$ cat config.mk
export PLATFORM = sky130hd
export DESIGN_NAME = bech32_string_encoder_flat
export DESIGN_NICKNAME = d
export VERILOG_FILES = /design/src/hw/rtl/bse_pkg.sv /design/src/hw/rtl/bse_req_if.sv /design/src/hw/rtl/bse_rsp_if.sv /design/src/hw/rtl/bse_front.sv /design/src/hw/rtl/bse_queue.sv /design/src/hw/rtl/bse_back.sv /design/src/hw/rtl/bech32_string_encoder.sv /design/src/flat_wrapper.sv
export SDC_FILE = /design/constraint.sdc
export NUM_CORES = 1
export LEC_CHECK = 0
export BUFFER_PORTS_ARGS = -buffer_cell sky130_fd_sc_hd__buf_4
export CELL_PAD_IN_SITES_DETAIL_PLACEMENT = 0
export CELL_PAD_IN_SITES_GLOBAL_PLACEMENT = 1
export CORE_MARGIN = 2
export CORE_UTILIZATION = 30
export CTS_CLUSTER_SIZE = 16
export DETAILED_ROUTE_END_ITERATION = 12
export MAX_ROUTING_LAYER = met4
export PLACE_DENSITY_LB_ADDON = 0.15
export SLEW_MARGIN = 20
export SYNTH_ARGS = -nofsm -noshare
export SYNTH_HDL_FRONTEND = slang
export SYNTH_SLANG_ARGS = --single-unit
$ cat constraint.sdc
create_clock -name clock -period 4.3 [get_ports clock]
set_clock_uncertainty 0.05 [all_clocks]
set_input_delay 0.86 -clock clock [delete_from_list [all_inputs] [get_ports clock]]
set_output_delay 0.86 -clock clock [all_outputs]
set_load 0.005 [all_outputs]
$ cat src/hw/rtl/bse_pkg.sv
// bse_pkg: shared types, codes and tables of the bech32 string encoder
// holds the queue command type, the polymod step and the alphabet lookup
// no dependencies
package bse_pkg;

   localparam int CNT_W = 7;
   localparam int QUEUE_DEPTH = 4;

   // input action codes
   localparam logic [1:0] ACT_PREFIX = 2'd0;
   localparam logic [1:0] ACT_SYMBOL = 2'd1;
   localparam logic [1:0] ACT_FINISH = 2'd2;
   localparam logic [1:0] ACT_NONE   = 2'd3;

   // result status codes
   localparam logic [1:0] STATUS_OK         = 2'd0;
   localparam logic [1:0] STATUS_BAD_CHAR   = 2'd1;
   localparam logic [1:0] STATUS_TOO_LONG   = 2'd2;
   localparam logic [1:0] STATUS_BAD_SYMBOL = 2'd3;

   // queue command codes
   localparam logic [1:0] OP_PREFIX = 2'd0;
   localparam logic [1:0] OP_SYMBOL = 2'd1;
   localparam logic [1:0] OP_FINISH = 2'd2;
   localparam logic [1:0] OP_ERROR  = 2'd3;

   localparam logic [7:0] CHAR_MIN = 8'd33;
   localparam logic [7:0] CHAR_MAX = 8'd126;
   localparam logic [7:0] UPPER_A  = 8'h41;
   localparam logic [7:0] UPPER_Z  = 8'h5a;
   localparam logic [7:0] SYM_MAX  = 8'd31;
   localparam logic [7:0] CHECK_LEN = 8'd6;
   localparam logic [6:0] SEP_CHAR = 7'h31;

   localparam logic [29:0] ACC_INIT = 30'd1;
   localparam logic [29:0] GEN0 = 30'h3b6a57b2;
   localparam logic [29:0] GEN1 = 30'h26508e6d;
   localparam logic [29:0] GEN2 = 30'h1ea119fa;
   localparam logic [29:0] GEN3 = 30'h3d4233dd;
   localparam logic [29:0] GEN4 = 30'h2a1462b3;

   localparam logic [8*32-1:0] ALPHABET = "qpzry9x8gf2tvdw0s3jn54khce6mua7l";

   typedef struct packed {
      logic [1:0] op;
      logic       open;
      logic [7:0] value;
      logic [1:0] status;
   } cmd_type;

   function automatic logic [29:0] poly_step(input logic [29:0] acc);
      logic [4:0]  top;
      logic [29:0] r;
      top = acc[29:25];
      r = {acc[24:0], 5'd0};
      if (top[0]) r = r ^ GEN0;
      if (top[1]) r = r ^ GEN1;
      if (top[2]) r = r ^ GEN2;
      if (top[3]) r = r ^ GEN3;
      if (top[4]) r = r ^ GEN4;
      return r;
   endfunction

   function automatic logic [6:0] letter(input logic [4:0] sym);
      return ALPHABET[8*(31 - int'(sym)) +: 7];
   endfunction

endpackage

$ cat src/hw/rtl/bse_req_if.sv
// bse_req_if: request channel of the bech32 string encoder
// valid/ready handshake with action and value payload, no dependencies
interface bse_req_if;
   logic       valid;
   logic       ready;
   logic [1:0] action;
   logic [7:0] value;

   modport source (output valid, output action, output value, input ready);
   modport sink (input valid, input action, input value, output ready);
endinterface

$ cat src/hw/rtl/bse_rsp_if.sv
// bse_rsp_if: response channel of the bech32 string encoder
// valid/ready handshake with char_code, status and last, no dependencies
interface bse_rsp_if;
   logic       valid;
   logic       ready;
   logic [6:0] char_code;
   logic [1:0] status;
   logic       last;

   modport source (output valid, output char_code, output status, output last, input ready);
   modport sink (input valid, input char_code, input status, input last, output ready);
endinterface

$ cat src/hw/rtl/bse_front.sv
// bse_front: accepts request beats, checks the string rules, issues commands
// depends on bse_pkg and bse_req_if
module bse_front #(
   parameter int PREFIX_MAX = 83,
   parameter int TOTAL_MAX  = 90
) (
   input  logic             clock,
   input  logic             reset,
   bse_req_if.sink          req_ch,
   input  logic             q_full,
   output logic             push_valid,
   output bse_pkg::cmd_type push_cmd
);
   import bse_pkg::*;

   localparam int LEN_W = $clog2(PREFIX_MAX + 1);
   localparam logic [7:0] TOTAL_LIM = 8'(TOTAL_MAX);

   localparam logic [1:0] PH_PREFIX = 2'd0;
   localparam logic [1:0] PH_DATA   = 2'd1;
   localparam logic [1:0] PH_ERROR  = 2'd2;

   logic [1:0]       phase_ff, phase_in;
   logic [LEN_W-1:0] plen_ff, plen_in;
   logic [CNT_W-1:0] scount_ff, scount_in;

   logic       accept;
   logic       bad_char;
   logic       prefix_long;
   logic       symbol_long;
   logic [7:0] plen_ext;

   assign req_ch.ready = !q_full;
   assign accept = req_ch.valid && req_ch.ready;
   assign plen_ext = 8'(plen_ff);

   assign bad_char = (req_ch.value < CHAR_MIN) || (req_ch.value > CHAR_MAX) ||
                     ((req_ch.value >= UPPER_A) && (req_ch.value <= UPPER_Z));
   assign prefix_long = (plen_ff >= LEN_W'(PREFIX_MAX)) ||
                        ((plen_ext + 8'd8) > TOTAL_LIM);
   assign symbol_long = (plen_ext + 8'd8 + 8'(scount_ff)) > TOTAL_LIM;

   always_comb begin
      phase_in = phase_ff;
      plen_in = plen_ff;
      scount_in = scount_ff;
      push_valid = 1'b0;
      push_cmd.op = OP_ERROR;
      push_cmd.open = 1'b0;
      push_cmd.value = req_ch.value;
      push_cmd.status = STATUS_OK;
      if (accept) begin
         if (phase_ff == PH_ERROR) begin
            if (req_ch.action == ACT_FINISH) begin
               phase_in = PH_PREFIX;
               plen_in = '0;
               scount_in = '0;
            end
         end else begin
            unique case (req_ch.action)
               ACT_PREFIX: begin
                  push_valid = 1'b1;
                  priority if (phase_ff != PH_PREFIX || bad_char) begin
                     push_cmd.status = STATUS_BAD_CHAR;
                     phase_in = PH_ERROR;
                  end else if (prefix_long) begin
                     push_cmd.status = STATUS_TOO_LONG;
                     phase_in = PH_ERROR;
                  end else begin
                     push_cmd.op = OP_PREFIX;
                     plen_in = plen_ff + 1'b1;
                  end
               end
               ACT_SYMBOL: begin
                  push_valid = 1'b1;
                  priority if (req_ch.value > SYM_MAX) begin
                     push_cmd.status = STATUS_BAD_SYMBOL;
                     phase_in = PH_ERROR;
                  end else if (symbol_long) begin
                     push_cmd.status = STATUS_TOO_LONG;
                     phase_in = PH_ERROR;
                  end else begin
                     push_cmd.op = OP_SYMBOL;
                     push_cmd.open = (phase_ff == PH_PREFIX);
                     phase_in = PH_DATA;
                     scount_in = scount_ff + 1'b1;
                  end
               end
               ACT_FINISH: begin
                  push_valid = 1'b1;
                  push_cmd.op = OP_FINISH;
                  push_cmd.open = (phase_ff == PH_PREFIX);
                  phase_in = PH_PREFIX;
                  plen_in = '0;
                  scount_in = '0;
               end
               ACT_NONE: begin
                  push_valid = 1'b0;
               end
            endcase
         end
      end
   end

   always_ff @(posedge clock) begin
      if (reset) begin
         phase_ff <= PH_PREFIX;
         plen_ff <= '0;
         scount_ff <= '0;
      end else begin
         phase_ff <= phase_in;
         plen_ff <= plen_in;
         scount_ff <= scount_in;
      end
   end

endmodule

$ cat src/hw/rtl/bse_queue.sv
// bse_queue: short command queue between the front and the back
// depends on bse_pkg
module bse_queue (
   input  logic             clock,
   input  logic             reset,
   input  logic             push_valid,
   input  bse_pkg::cmd_type push_cmd,
   output logic             q_full,
   input  logic             q_pop,
   output logic             q_valid,
   output bse_pkg::cmd_type q_cmd
);
   import bse_pkg::*;

   localparam int PTR_W = $clog2(QUEUE_DEPTH);

   cmd_type    entry_ff [QUEUE_DEPTH];
   logic [PTR_W-1:0] wr_ptr_ff, wr_ptr_in;
   logic [PTR_W-1:0] rd_ptr_ff, rd_ptr_in;
   logic [PTR_W:0]   count_ff, count_in;
   logic             do_push;
   logic             do_pop;

   assign q_full = (count_ff == (PTR_W + 1)'(QUEUE_DEPTH));
   assign q_valid = (count_ff != '0);
   assign q_cmd = entry_ff[rd_ptr_ff];
   assign do_push = push_valid && !q_full;
   assign do_pop = q_pop && q_valid;

   always_comb begin
      wr_ptr_in = do_push ? wr_ptr_ff + 1'b1 : wr_ptr_ff;
      rd_ptr_in = do_pop ? rd_ptr_ff + 1'b1 : rd_ptr_ff;
      count_in = count_ff;
      if (do_push && !do_pop) count_in = count_ff + 1'b1;
      if (do_pop && !do_push) count_in = count_ff - 1'b1;
   end

   always_ff @(posedge clock) begin
      if (do_push) entry_ff[wr_ptr_ff] <= push_cmd;
   end

   always_ff @(posedge clock) begin
      if (reset) begin
         wr_ptr_ff <= '0;
         rd_ptr_ff <= '0;
         count_ff <= '0;
      end else begin
         wr_ptr_ff <= wr_ptr_in;
         rd_ptr_ff <= rd_ptr_in;
         count_ff <= count_in;
      end
   end

endmodule

$ cat src/hw/rtl/bse_back.sv
// bse_back: runs queued commands, keeps the polymod and the stored prefix bits
// drives the response register; depends on bse_pkg and bse_rsp_if
module bse_back #(
   parameter int PREFIX_MAX = 83
) (
   input  logic             clock,
   input  logic             reset,
   input  logic             q_valid,
   input  bse_pkg::cmd_type q_cmd,
   output logic             q_pop,
   bse_rsp_if.source        rsp_ch
);
   import bse_pkg::*;

   localparam int LEN_W = $clog2(PREFIX_MAX + 1);
   localparam int IDX_W = (PREFIX_MAX > 1) ? $clog2(PREFIX_MAX) : 1;

   localparam logic [2:0] S_IDLE   = 3'd0;
   localparam logic [2:0] S_EXEC   = 3'd1;
   localparam logic [2:0] S_REPLAY = 3'd2;
   localparam logic [2:0] S_SEP    = 3'd3;
   localparam logic [2:0] S_SYM    = 3'd4;
   localparam logic [2:0] S_CHK    = 3'd5;
   localparam logic [2:0] S_OUT    = 3'd6;

   localparam logic [2:0] CNT_LAST = 3'(CHECK_LEN - 8'd1);

   logic [4:0] prefix_mem [PREFIX_MAX];
   logic [4:0] rd_data_ff;

   logic [2:0]       state_ff, state_in;
   cmd_type          cmd_ff, cmd_in;
   logic [29:0]      acc_ff, acc_in;
   logic [LEN_W-1:0] plen_ff, plen_in;
   logic [LEN_W-1:0] idx_ff, idx_in;
   logic [2:0]       cnt_ff, cnt_in;

   logic             out_vld_ff;
   logic [6:0]       out_char_ff;
   logic [1:0]       out_status_ff;
   logic             out_last_ff;

   logic             can_emit;
   logic             emit;
   logic [6:0]       emit_char;
   logic [1:0]       emit_status;
   logic             emit_last;
   logic             mem_we;
   logic [IDX_W-1:0] rd_addr;

   assign can_emit = !out_vld_ff || rsp_ch.ready;

   always_comb begin
      state_in = state_ff;
      cmd_in = cmd_ff;
      acc_in = acc_ff;
      plen_in = plen_ff;
      idx_in = idx_ff;
      cnt_in = cnt_ff;
      q_pop = 1'b0;
      emit = 1'b0;
      emit_char = '0;
      emit_status = STATUS_OK;
      emit_last = 1'b0;
      mem_we = 1'b0;
      rd_addr = '0;
      unique case (state_ff)
         S_IDLE: begin
            if (q_valid) begin
               q_pop = 1'b1;
               cmd_in = q_cmd;
               state_in = S_EXEC;
            end
         end
         S_EXEC: begin
            unique case (cmd_ff.op)
               OP_PREFIX: begin
                  if (can_emit) begin
                     emit = 1'b1;
                     emit_char = cmd_ff.value[6:0];
                     acc_in = poly_step(acc_ff) ^ {27'd0, cmd_ff.value[7:5]};
                     mem_we = 1'b1;
                     plen_in = plen_ff + 1'b1;
                     state_in = S_IDLE;
                  end
               end
               OP_ERROR: begin
                  if (can_emit) begin
                     emit = 1'b1;
                     emit_status = cmd_ff.status;
                     emit_last = 1'b1;
                     acc_in = ACC_INIT;
                     plen_in = '0;
                     state_in = S_IDLE;
                  end
               end
               OP_SYMBOL, OP_FINISH: begin
                  cnt_in = '0;
                  priority if (cmd_ff.open) begin
                     // separator step, then replay stored low bits
                     acc_in = poly_step(acc_ff);
                     idx_in = '0;
                     state_in = (plen_ff == '0) ? S_SEP : S_REPLAY;
                  end else if (cmd_ff.op == OP_SYMBOL) begin
                     state_in = S_SYM;
                  end else begin
                     state_in = S_CHK;
                  end
               end
            endcase
         end
         S_REPLAY: begin
            acc_in = poly_step(acc_ff) ^ {25'd0, rd_data_ff};
            idx_in = idx_ff + 1'b1;
            rd_addr = idx_in[IDX_W-1:0];
            if (idx_in == plen_ff) state_in = S_SEP;
         end
         S_SEP: begin
            if (can_emit) begin
               emit = 1'b1;
               emit_char = SEP_CHAR;
               cnt_in = '0;
               state_in = (cmd_ff.op == OP_SYMBOL) ? S_SYM : S_CHK;
            end
         end
         S_SYM: begin
            if (can_emit) begin
               emit = 1'b1;
               emit_char = letter(cmd_ff.value[4:0]);
               acc_in = poly_step(acc_ff) ^ {25'd0, cmd_ff.value[4:0]};
               state_in = S_IDLE;
            end
         end
         S_CHK: begin
            acc_in = poly_step(acc_ff) ^ ((cnt_ff == CNT_LAST) ? ACC_INIT : 30'd0);
            cnt_in = cnt_ff + 1'b1;
            if (cnt_ff == CNT_LAST) begin
               cnt_in = '0;
               state_in = S_OUT;
            end
         end
         S_OUT: begin
            if (can_emit) begin
               emit = 1'b1;
               emit_char = letter(acc_ff[29:25]);
               emit_last = (cnt_ff == CNT_LAST);
               acc_in = {acc_ff[24:0], 5'd0};
               cnt_in = cnt_ff + 1'b1;
               if (cnt_ff == CNT_LAST) begin
                  acc_in = ACC_INIT;
                  plen_in = '0;
                  state_in = S_IDLE;
               end
            end
         end
         default: begin
            state_in = S_IDLE;
         end
      endcase
   end

   always_ff @(posedge clock) begin
      if (mem_we) prefix_mem[plen_ff[IDX_W-1:0]] <= cmd_ff.value[4:0];
      rd_data_ff <= prefix_mem[rd_addr];
   end

   always_ff @(posedge clock) begin
      cmd_ff <= cmd_in;
      idx_ff <= idx_in;
      cnt_ff <= cnt_in;
      if (emit) begin
         out_char_ff <= emit_char;
         out_status_ff <= emit_status;
         out_last_ff <= emit_last;
      end
   end

   always_ff @(posedge clock) begin
      if (reset) begin
         state_ff <= S_IDLE;
         acc_ff <= ACC_INIT;
         plen_ff <= '0;
         out_vld_ff <= 1'b0;
      end else begin
         state_ff <= state_in;
         acc_ff <= acc_in;
         plen_ff <= plen_in;
         out_vld_ff <= emit || (out_vld_ff && !rsp_ch.ready);
      end
   end

   assign rsp_ch.valid = out_vld_ff;
   assign rsp_ch.char_code = out_char_ff;
   assign rsp_ch.status = out_status_ff;
   assign rsp_ch.last = out_last_ff;

endmodule

$ cat src/hw/rtl/bech32_string_encoder.sv
// bech32_string_encoder: top level, front checker, command queue and back engine
// depends on bse_pkg, bse_req_if, bse_rsp_if, bse_front, bse_queue, bse_back
//
// req_ch carries one beat per item: action (prefix char, data symbol, finish)
// and value. rsp_ch carries one beat per emitted character: char_code, status
// and last. A string is sent as prefix chars, data symbols, then finish; the
// response is the echoed prefix, the '1' separator, the data letters and six
// checksum letters, last set on the final one. A broken rule gives a single
// beat with nonzero status and last set; input is then dropped until finish.
// The front takes a beat whenever the four-entry command queue has room, so
// requests keep flowing while the back works. The back runs one command at
// a time: a prefix char passes idle and exec, a data symbol idle, exec and
// sym; the first symbol (or finish) also replays the stored prefix bits and
// emits the separator, and finish runs six checksum steps, then six letters;
// the single polymod register and one-read-port prefix memory serialise this.
// A response register sits at the output: when rsp_ch stalls, the back holds
// and the queue fills, then req_ch.ready drops. Synchronous reset clears the
// queue, the phase and the checksum; no clearing pass is needed.
module bech32_string_encoder #(
   parameter int PREFIX_MAX = 83,
   parameter int TOTAL_MAX  = 90
) (
   input  logic      clock,
   input  logic      reset,
   bse_req_if.sink   req_ch,
   bse_rsp_if.source rsp_ch
);
   import bse_pkg::*;

   logic    push_valid;
   cmd_type push_cmd;
   logic    q_full;
   logic    q_pop;
   logic    q_valid;
   cmd_type q_cmd;

   bse_front #(
      .PREFIX_MAX(PREFIX_MAX),
      .TOTAL_MAX(TOTAL_MAX)
   ) u_front (
      .clock(clock),
      .reset(reset),
      .req_ch(req_ch),
      .q_full(q_full),
      .push_valid(push_valid),
      .push_cmd(push_cmd)
   );

   bse_queue u_queue (
      .clock(clock),
      .reset(reset),
      .push_valid(push_valid),
      .push_cmd(push_cmd),
      .q_full(q_full),
      .q_pop(q_pop),
      .q_valid(q_valid),
      .q_cmd(q_cmd)
   );

   bse_back #(
      .PREFIX_MAX(PREFIX_MAX)
   ) u_back (
      .clock(clock),
      .reset(reset),
      .q_valid(q_valid),
      .q_cmd(q_cmd),
      .q_pop(q_pop),
      .rsp_ch(rsp_ch)
   );

endmodule

$ cat src/flat_wrapper.sv
// flat-port wrapper written by rule: the top's interface ports become plain ports
module bech32_string_encoder_flat import bse_pkg::*;
#(
   parameter int PREFIX_MAX = 83,
   parameter int TOTAL_MAX  = 90
)
  (clock, reset, req_ch_valid, req_ch_action, req_ch_value, req_ch_ready, rsp_ch_valid, rsp_ch_char_code, rsp_ch_status, rsp_ch_last, rsp_ch_ready);
  bse_req_if req_ch_i ();
  bse_rsp_if rsp_ch_i ();
  input  logic clock;
  input  logic reset;
  input wire logic [$bits(req_ch_i.valid)-1:0] req_ch_valid;
  input wire logic [$bits(req_ch_i.action)-1:0] req_ch_action;
  input wire logic [$bits(req_ch_i.value)-1:0] req_ch_value;
  output wire logic [$bits(req_ch_i.ready)-1:0] req_ch_ready;
  output wire logic [$bits(rsp_ch_i.valid)-1:0] rsp_ch_valid;
  output wire logic [$bits(rsp_ch_i.char_code)-1:0] rsp_ch_char_code;
  output wire logic [$bits(rsp_ch_i.status)-1:0] rsp_ch_status;
  output wire logic [$bits(rsp_ch_i.last)-1:0] rsp_ch_last;
  input wire logic [$bits(rsp_ch_i.ready)-1:0] rsp_ch_ready;
  assign req_ch_i.valid = req_ch_valid;
  assign req_ch_i.action = req_ch_action;
  assign req_ch_i.value = req_ch_value;
  assign req_ch_ready = req_ch_i.ready;
  assign rsp_ch_valid = rsp_ch_i.valid;
  assign rsp_ch_char_code = rsp_ch_i.char_code;
  assign rsp_ch_status = rsp_ch_i.status;
  assign rsp_ch_last = rsp_ch_i.last;
  assign rsp_ch_i.ready = rsp_ch_ready;
  bech32_string_encoder #(.PREFIX_MAX(PREFIX_MAX), .TOTAL_MAX(TOTAL_MAX)) u_core (.clock(clock), .reset(reset), .req_ch(req_ch_i), .rsp_ch(rsp_ch_i));
endmodule
* Yosys cells after proc, flatten, opt, wreduce, memory -nomap -nowiden
Memories as Yosys holds them, arrays and structs flattened. A register that Yosys moved wholly into a read port is not among the register bits. Cells that the tools add are included.
Storage, ports and cells: memory bits (writable) 467, bits in registers 84, logic and storage cells 306, memories kept 2, input port bits 14, output and inout port bits 12
Memories:
- u_core.u_back.prefix_mem | words 83, width 5, read ports 1, clocked after memory_dff 1, wr ports 1, RTL line bse_back.sv:28 | logic [4:0] prefix_mem [PREFIX_MAX];
- u_core.u_queue.entry_ff | words 4, width 13, read ports 1, clocked after memory_dff 1, wr ports 1, RTL line bse_queue.sv:17 | cmd_type entry_ff [QUEUE_DEPTH];
Cells by class: mux-type cells 159, reductions and logical operators 47, bitwise gates (word level) 25, shifts and indexed selects 2, equality and inequality tests 35, add/sub/neg operators 13, magnitude comparators 8
Operators with widths (count):
- $mux 30 | 68
- $shiftx 256x9->7 const A | 2
- $pmux 30 s5 | 1
- $mux 29 | 5
- $mux 7 | 18
- $pmux 30 s3 | 1
- $not 17->17 | 5
- $not 16->16 | 5
- $not 14->14 | 5
- $pmux 7 s2 | 5
- $not 13->13 | 5
- $xor 30x5->30 | 2
- $mux 3 | 18
- $xor 30x1->30 | 1
- $xor 30x3->30 | 1
- $add 7x1->7 const B | 4
- $mux 2 | 14
- $pmux 7 s4 | 1
- $gt 8x7->1 const B | 3
- $ne 3x3->1 const B | 7
- $pmux 3 s7 | 1
- $not 18->18 | 1
- $reduce_and 6->1 | 3
- $mux 1 | 17
- 43 further kinds | 96

* Depth between registers and ports, before layout
depth after elaboration 29, gate-level depth with buffers 13, mapped depth without buffers 12

* By module
From an unflattened synthesis, not the netlist that was laid out.
Unflattened totals: cell total of the unflattened synthesis 2017, area, all modules 25734.7 sq um
By module, submodules not included:
- bse_back | area each 21724.6 sq um, times used 1, seq. area each 14373.8 sq um, cells each 1690
- bse_queue | area each 2359.8 sq um, times used 1, seq. area each 1741.7 sq um, cells each 119
- bse_front | area each 1650.3 sq um, times used 1, seq. area each 320.3 sq um, cells each 208

* Least setup slack after synthesis
Ideal clock, no wire load.
path type register -> register, from register u_core.u_back.state_ff[0], to register u_core.u_queue.count_ff[2], buffers on the path 2, cell stages (with the launch flop) 10, required time 4180 ps, setup time 70 ps, setup slack 408 ps, arrival time 3771 ps, path through dfxtp_1 clkbuf_1 clkbuf_1 nor4_1 ha_1 inv_1 fa_1 xor2_1 or3_1 a21oi_1
Between the ends: word-level cells in the longest chain between the ends 6, elaborated cells on any way between the ends 8
RTL lines:
- start: declaration | RTL line bse_back.sv:31 | logic [2:0] state_ff, state_in;
- start signal: assignment | RTL line bse_back.sv:185 | state_ff <= state_in;
- $logic_not 3->1 * | RTL line bse_back.sv:67 | unique case (state_ff)
- $mux 1 * | RTL line bse_back.sv:67
- net u_core.q_pop | RTL line bech32_string_encoder.sv:33 | logic q_pop;
- $logic_and 1x1->1 * | RTL line bse_queue.sv:28 | assign do_pop = q_pop && q_valid;
- $logic_not 1->1 | RTL line bse_queue.sv:34 | if (do_push && !do_pop) count_in = count_ff + 1'b1;
- $logic_and 1x1->1 | RTL line bse_queue.sv:34
- $reduce_bool 2->1 (no source line)
- end signal: assignment | RTL line bse_queue.sv:50 | count_ff <= count_in;
- end: declaration | RTL line bse_queue.sv:20 | logic [PTR_W:0] count_ff, count_in;
Mark *: on every way through the listed nets, which the timed path passes. The rest lies on a longest branch. A chain may end at the register's enable or synchronous reset.

* Worst setup path in the final report
from register u_core.u_back.state_ff[1], to register u_core.u_back.rd_data_ff[4], read port of u_core.u_back.prefix_mem
Between the ends: word-level cells in the longest chain between the ends 2
RTL lines:
- $eq 3x2->1 | RTL line bse_back.sv:67
- $mux 7 | RTL line bse_back.sv:67
- end: declaration | RTL line bse_back.sv:29 | logic [4:0] rd_data_ff;
No other way between the ends.

==> flow_metrics.py <==
metrics = {
    "sta": {
        "fmax_ghz": 0.2871,
        "fin_hold_ws_ns": 0.4377,
        "maxSlewViolCount": 0,
        "slew_headroom": 0.2522,
        "period_share": 0.8099,
        "worst_slew_pin_slew_ns": 1.121,
        "rsz0062_at_grt": "no",
        "finalSetupViolations": 0,
        "tns_ns": 0,
        "hold_violations": 0,
        "fin_crit_ns": 3.483,
    },
    "place": {
        "gp_congestion": 0.8286,
        "io_buffer_count": 25,
        "dpl.hpwl_mm": 48.84,
        "placed_cells": 3150,
    },
    "setup_path": {
        "reg2reg_from": "u_core.u_back.state_ff[1]",
        "worst_setup_path_start_kind": "flip-flop",
        "r2r_cells": 7,
        "path_max_fanout": 43,
        "cp_data_arrival_time_ns": 3.96,
        "r2r_end": "u_core.u_back.rd_data_ff[4]",
        "timing.critical_path.from": "u_core.u_back.state_ff[1]",
        "crit_required_ns": 4.78,
        "end_kind": "flip-flop",
        "reg2reg_slack_ns": 0.82,
        "critPathCapture": "u_core.u_back.rd_data_ff[4]",
        "crit_type": "reg -> reg",
    },
    "grt": {
        "grt_pass1_wl_mm": 114.6,
        "grt_util_all_layers": 0.1813,
        "antenna_found_initial": 0,
        "grt_max_degree": 65,
        "grt_overflow": 0,
        "grt_pass1_vias": 17018,
    },
    "routing": {
        "drt_pass1_iterations": 5,
        "postRouteAntennaNets": 0,
        "finalWirelength_mm": 76.32,
        "viasPerCell": 5.201,
        "drtIter0Drc": 1529,
        "num_vias": 17001,
        "drc_errors": 0,
        "wire_per_inst_um": 23.35,
    },
    "cts": {
        "htree_levels": 3,
        "cts_tree": "yes",
        "root_buffer": "clkbuf_16",
        "clkSinkCount": 569,
        "ctsHoldBuffers": 0,
        "clk_latency_ns": 0.61,
        "post_cts.repair.setup_buffers": 0,
        "postCtsResizedCells": 0,
        "clk_pin_slew_ns": 0.06,
        "cts-buffers-inserted": 67,
        "cts_buffer_depth": 3,
    },
    "layout": {
        "fin_nets": 2135,
        "fill_cells": 8353,
        "antenna_cells": 0,
        "final_layout_size_suffix_gt1_frac": 0.1129,
        "instances_no_fill": 3269,
        "area_delta_synth_final_pct": 14.86,
    },
    "floorplan": {
        "die_area_um2": 87120,
        "fp-row-count": 106,
        "core_area_um2": 83820,
        "start_util": 0.3034,
        "io_pins": 26,
        "fp.dieW_um": 295.2,
        "fp.dieH_um": 295.2,
    },
    "synth": {
        "ys_async_sr_fraction": 0,
        "ys.flop_type": "edfxtp_1",
        "netlist_area_um2": 25430,
        "synth_seq_area_share": 0.6447,
        "synth_top_area_frac": 0.5903,
        "synth_nets": 2107,
        "synth_cell_types": 79,
        "ys_seq_elements": 569,
        "synth_cells": 2057,
        "syn_avg_cell_area_um2": 12.36,
        "yosys.area.top_type": "edfxtp_1",
        "synth_edf_count": 500,
        "yosys_warnings": 0,
        "synthTopCellsByArea": "edfxtp_1 59%, dfxtp_1 5.4%, nand2_1 3.5%",
    },
    "power_and_ir_drop": {
        "ir_drop_mv": 0.4806,
        "cellPowerDensity_nw_per_um2": 661.6,
        "cellLeakagePower_nw": 9.554,
    },
    "job": {
        "maxCapViolCount": 0,
    },
    "hold_path": {
        "min_path_type": "in -> reg",
        "holdPathStages": 1,
    },
    "outcome": {
        "status": "complete, no violations",
    },
}
==> power breakdown <==
group | internal [W] | leakage [nW] | switching, W
sequential | 0.00707 | 5.08 | 0.000430
combinational | 0.00199 | 3.45 | 0.00426
clock | 0.00330 | 1.03 | 0.00228
total | 0.0124 | 9.55 | 0.00697
==> synth_stat cells (27+ instances only) <==
| master | count |
|---|---|
| edfxtp_1 | 500 |
| nand3_1 | 89 |
| dfxtp_1 | 69 |
| nor3_1 | 47 |
| inv_1 | 47 |
| nand2_1 | 236 |
| o21ai_0 | 77 |
| clkbuf_1 | 92 |
| mux4_2 | 27 |
| nor2_1 | 199 |
| a211oi_1 | 44 |
| o221ai_1 | 45 |
| ha_1 | 34 |
| xnor2_1 | 34 |
| a21oi_1 | 95 |
| mux2i_1 | 49 |
==> through the flow <==
step	utilization	total power, W	cell area, µm²	worst slack, ns
after floorplan	-	0.01155	25430	0.4084
after global placement	0.3230	0.01391	27080	0.7112
after detailed placement	0.3230	0.01393	27080	0.7191
after CTS	0.3485	0.01957	29210	0.7119
after global routing	0.3485	0.02041	29210	0.6364
final	0.3485	0.01933	29210	0.8174
==> cell type report <==
| type | count | area, µm² | area share |
|---|---|---|---|
| Clock buffer | 90 | 1827 | 0.06253 |
| Clock inverter | 29 | 306.5 | 0.01049 |
| Multi-Input combinational cell | 1299 | 8308 | 0.2844 |
| Sequential cell | 569 | 16400 | 0.5613 |
| Inverter | 53 | 203.9 | 0.006982 |
| Tap cell | 1134 | 1419 | 0.04857 |
| Timing Repair Buffer | 95 | 750.7 | 0.02570 |
==> sequential cells by signal, indices dropped and copies added (netlist names), 3 cells and up <==
register / flops
u_core.u_back.rd_data_ff: 5
u_core.u_back.idx_ff: 7
u_core.u_back.prefix_mem: 415
u_core.u_back.acc_ff: 30
u_core.u_front.scount_ff: 7
u_core.u_back.state_ff: 3
u_core.u_queue.count_ff: 3
u_core.u_back.cmd_ff: 13
u_core.u_back.plen_ff: 7
u_core.u_queue.entry_ff: 52
u_core.u_front.plen_ff: 7
u_core.u_back.cnt_ff: 3
u_core.u_back.rsp_ch.char_code: 7
==> placed cells by master, fill, tap and decap left out, types with 7 or more instances in the layout <==
cell / netlist / routed
a221oi_1: 7 / 7
nor3_1: 47 / 47
o221ai_1: 45 / 45
mux4_2: 27 / 27
a211oi_1: 44 / 44
clkbuf_1: 92 / 20
o211ai_1: 18 / 18
a31oi_1: 23 / 23
and2_1: 14 / 14
o22a_1: 7 / 7
xnor2_1: 34 / 32
nand4_1: 12 / 12
mux2_2: 10 / 10
a2111oi_0: 8 / 7
o31ai_1: 9 / 9
a21oi_1: 95 / 95
mux2i_1: 49 / 48
nand2b_1: 14 / 14
clkbuf_16: 0 / 70
inv_1: 47 / 47
and3_1: 14 / 14
or3_1: 13 / 13
o22ai_1: 25 / 25
nand2_1: 236 / 236
a311oi_1: 13 / 13
buf_4: 3 / 92
o2111ai_1: 8 / 8
nor2_1: 199 / 199
nand3_1: 89 / 89
o21ai_0: 77 / 77
xor2_1: 23 / 22
dfxtp_1: 69 / 68
ha_1: 34 / 33
clkinv_1: 4 / 17
nor2b_1: 11 / 11
edfxtp_1: 500 / 500
==> critical path, stage by stage (launching register included) <==
cell       delay [ns]
dfxtp_1          0.47
or4b_2           0.68
clkinv_4         0.34
buf_12           0.27
o22ai_1          0.14
a2111oi_0        0.89
o211ai_1         0.27
a211oi_1         0.25
==> worst min-delay path by stage <==
stage                                     from                            end
finish                         req_ch_value[3]  u_core.u_queue.entry_ff[1][5]
global placement      u_core.u_back.acc_ff[14]       u_core.u_back.acc_ff[14]
CTS                            req_ch_value[3]  u_core.u_queue.entry_ff[1][5]
detailed placement     u_core.u_back.acc_ff[2]        u_core.u_back.acc_ff[2]
floorplan           u_core.u_queue.count_ff[2]     u_core.u_queue.count_ff[2]
global route                   req_ch_value[3]  u_core.u_queue.entry_ff[1][5]
==> layer usage <==
layer,track usage,part of all wire
met1,0.2460,0.46
met3,0.02330,0.047
met5,-,0
met2,0.2870,0.48
met4,0.04779,0.019
==> cells by family after synthesis <==
group,share of synthesized area
flops,0.6447
mux,0.04762
buf+inv,0.03129
simple gates,0.1212
fa+ha+maj,0.01830
xor+xnor,0.02051
compound gates,0.1164
No activity file was read; power rests on OpenSTA's default activity.
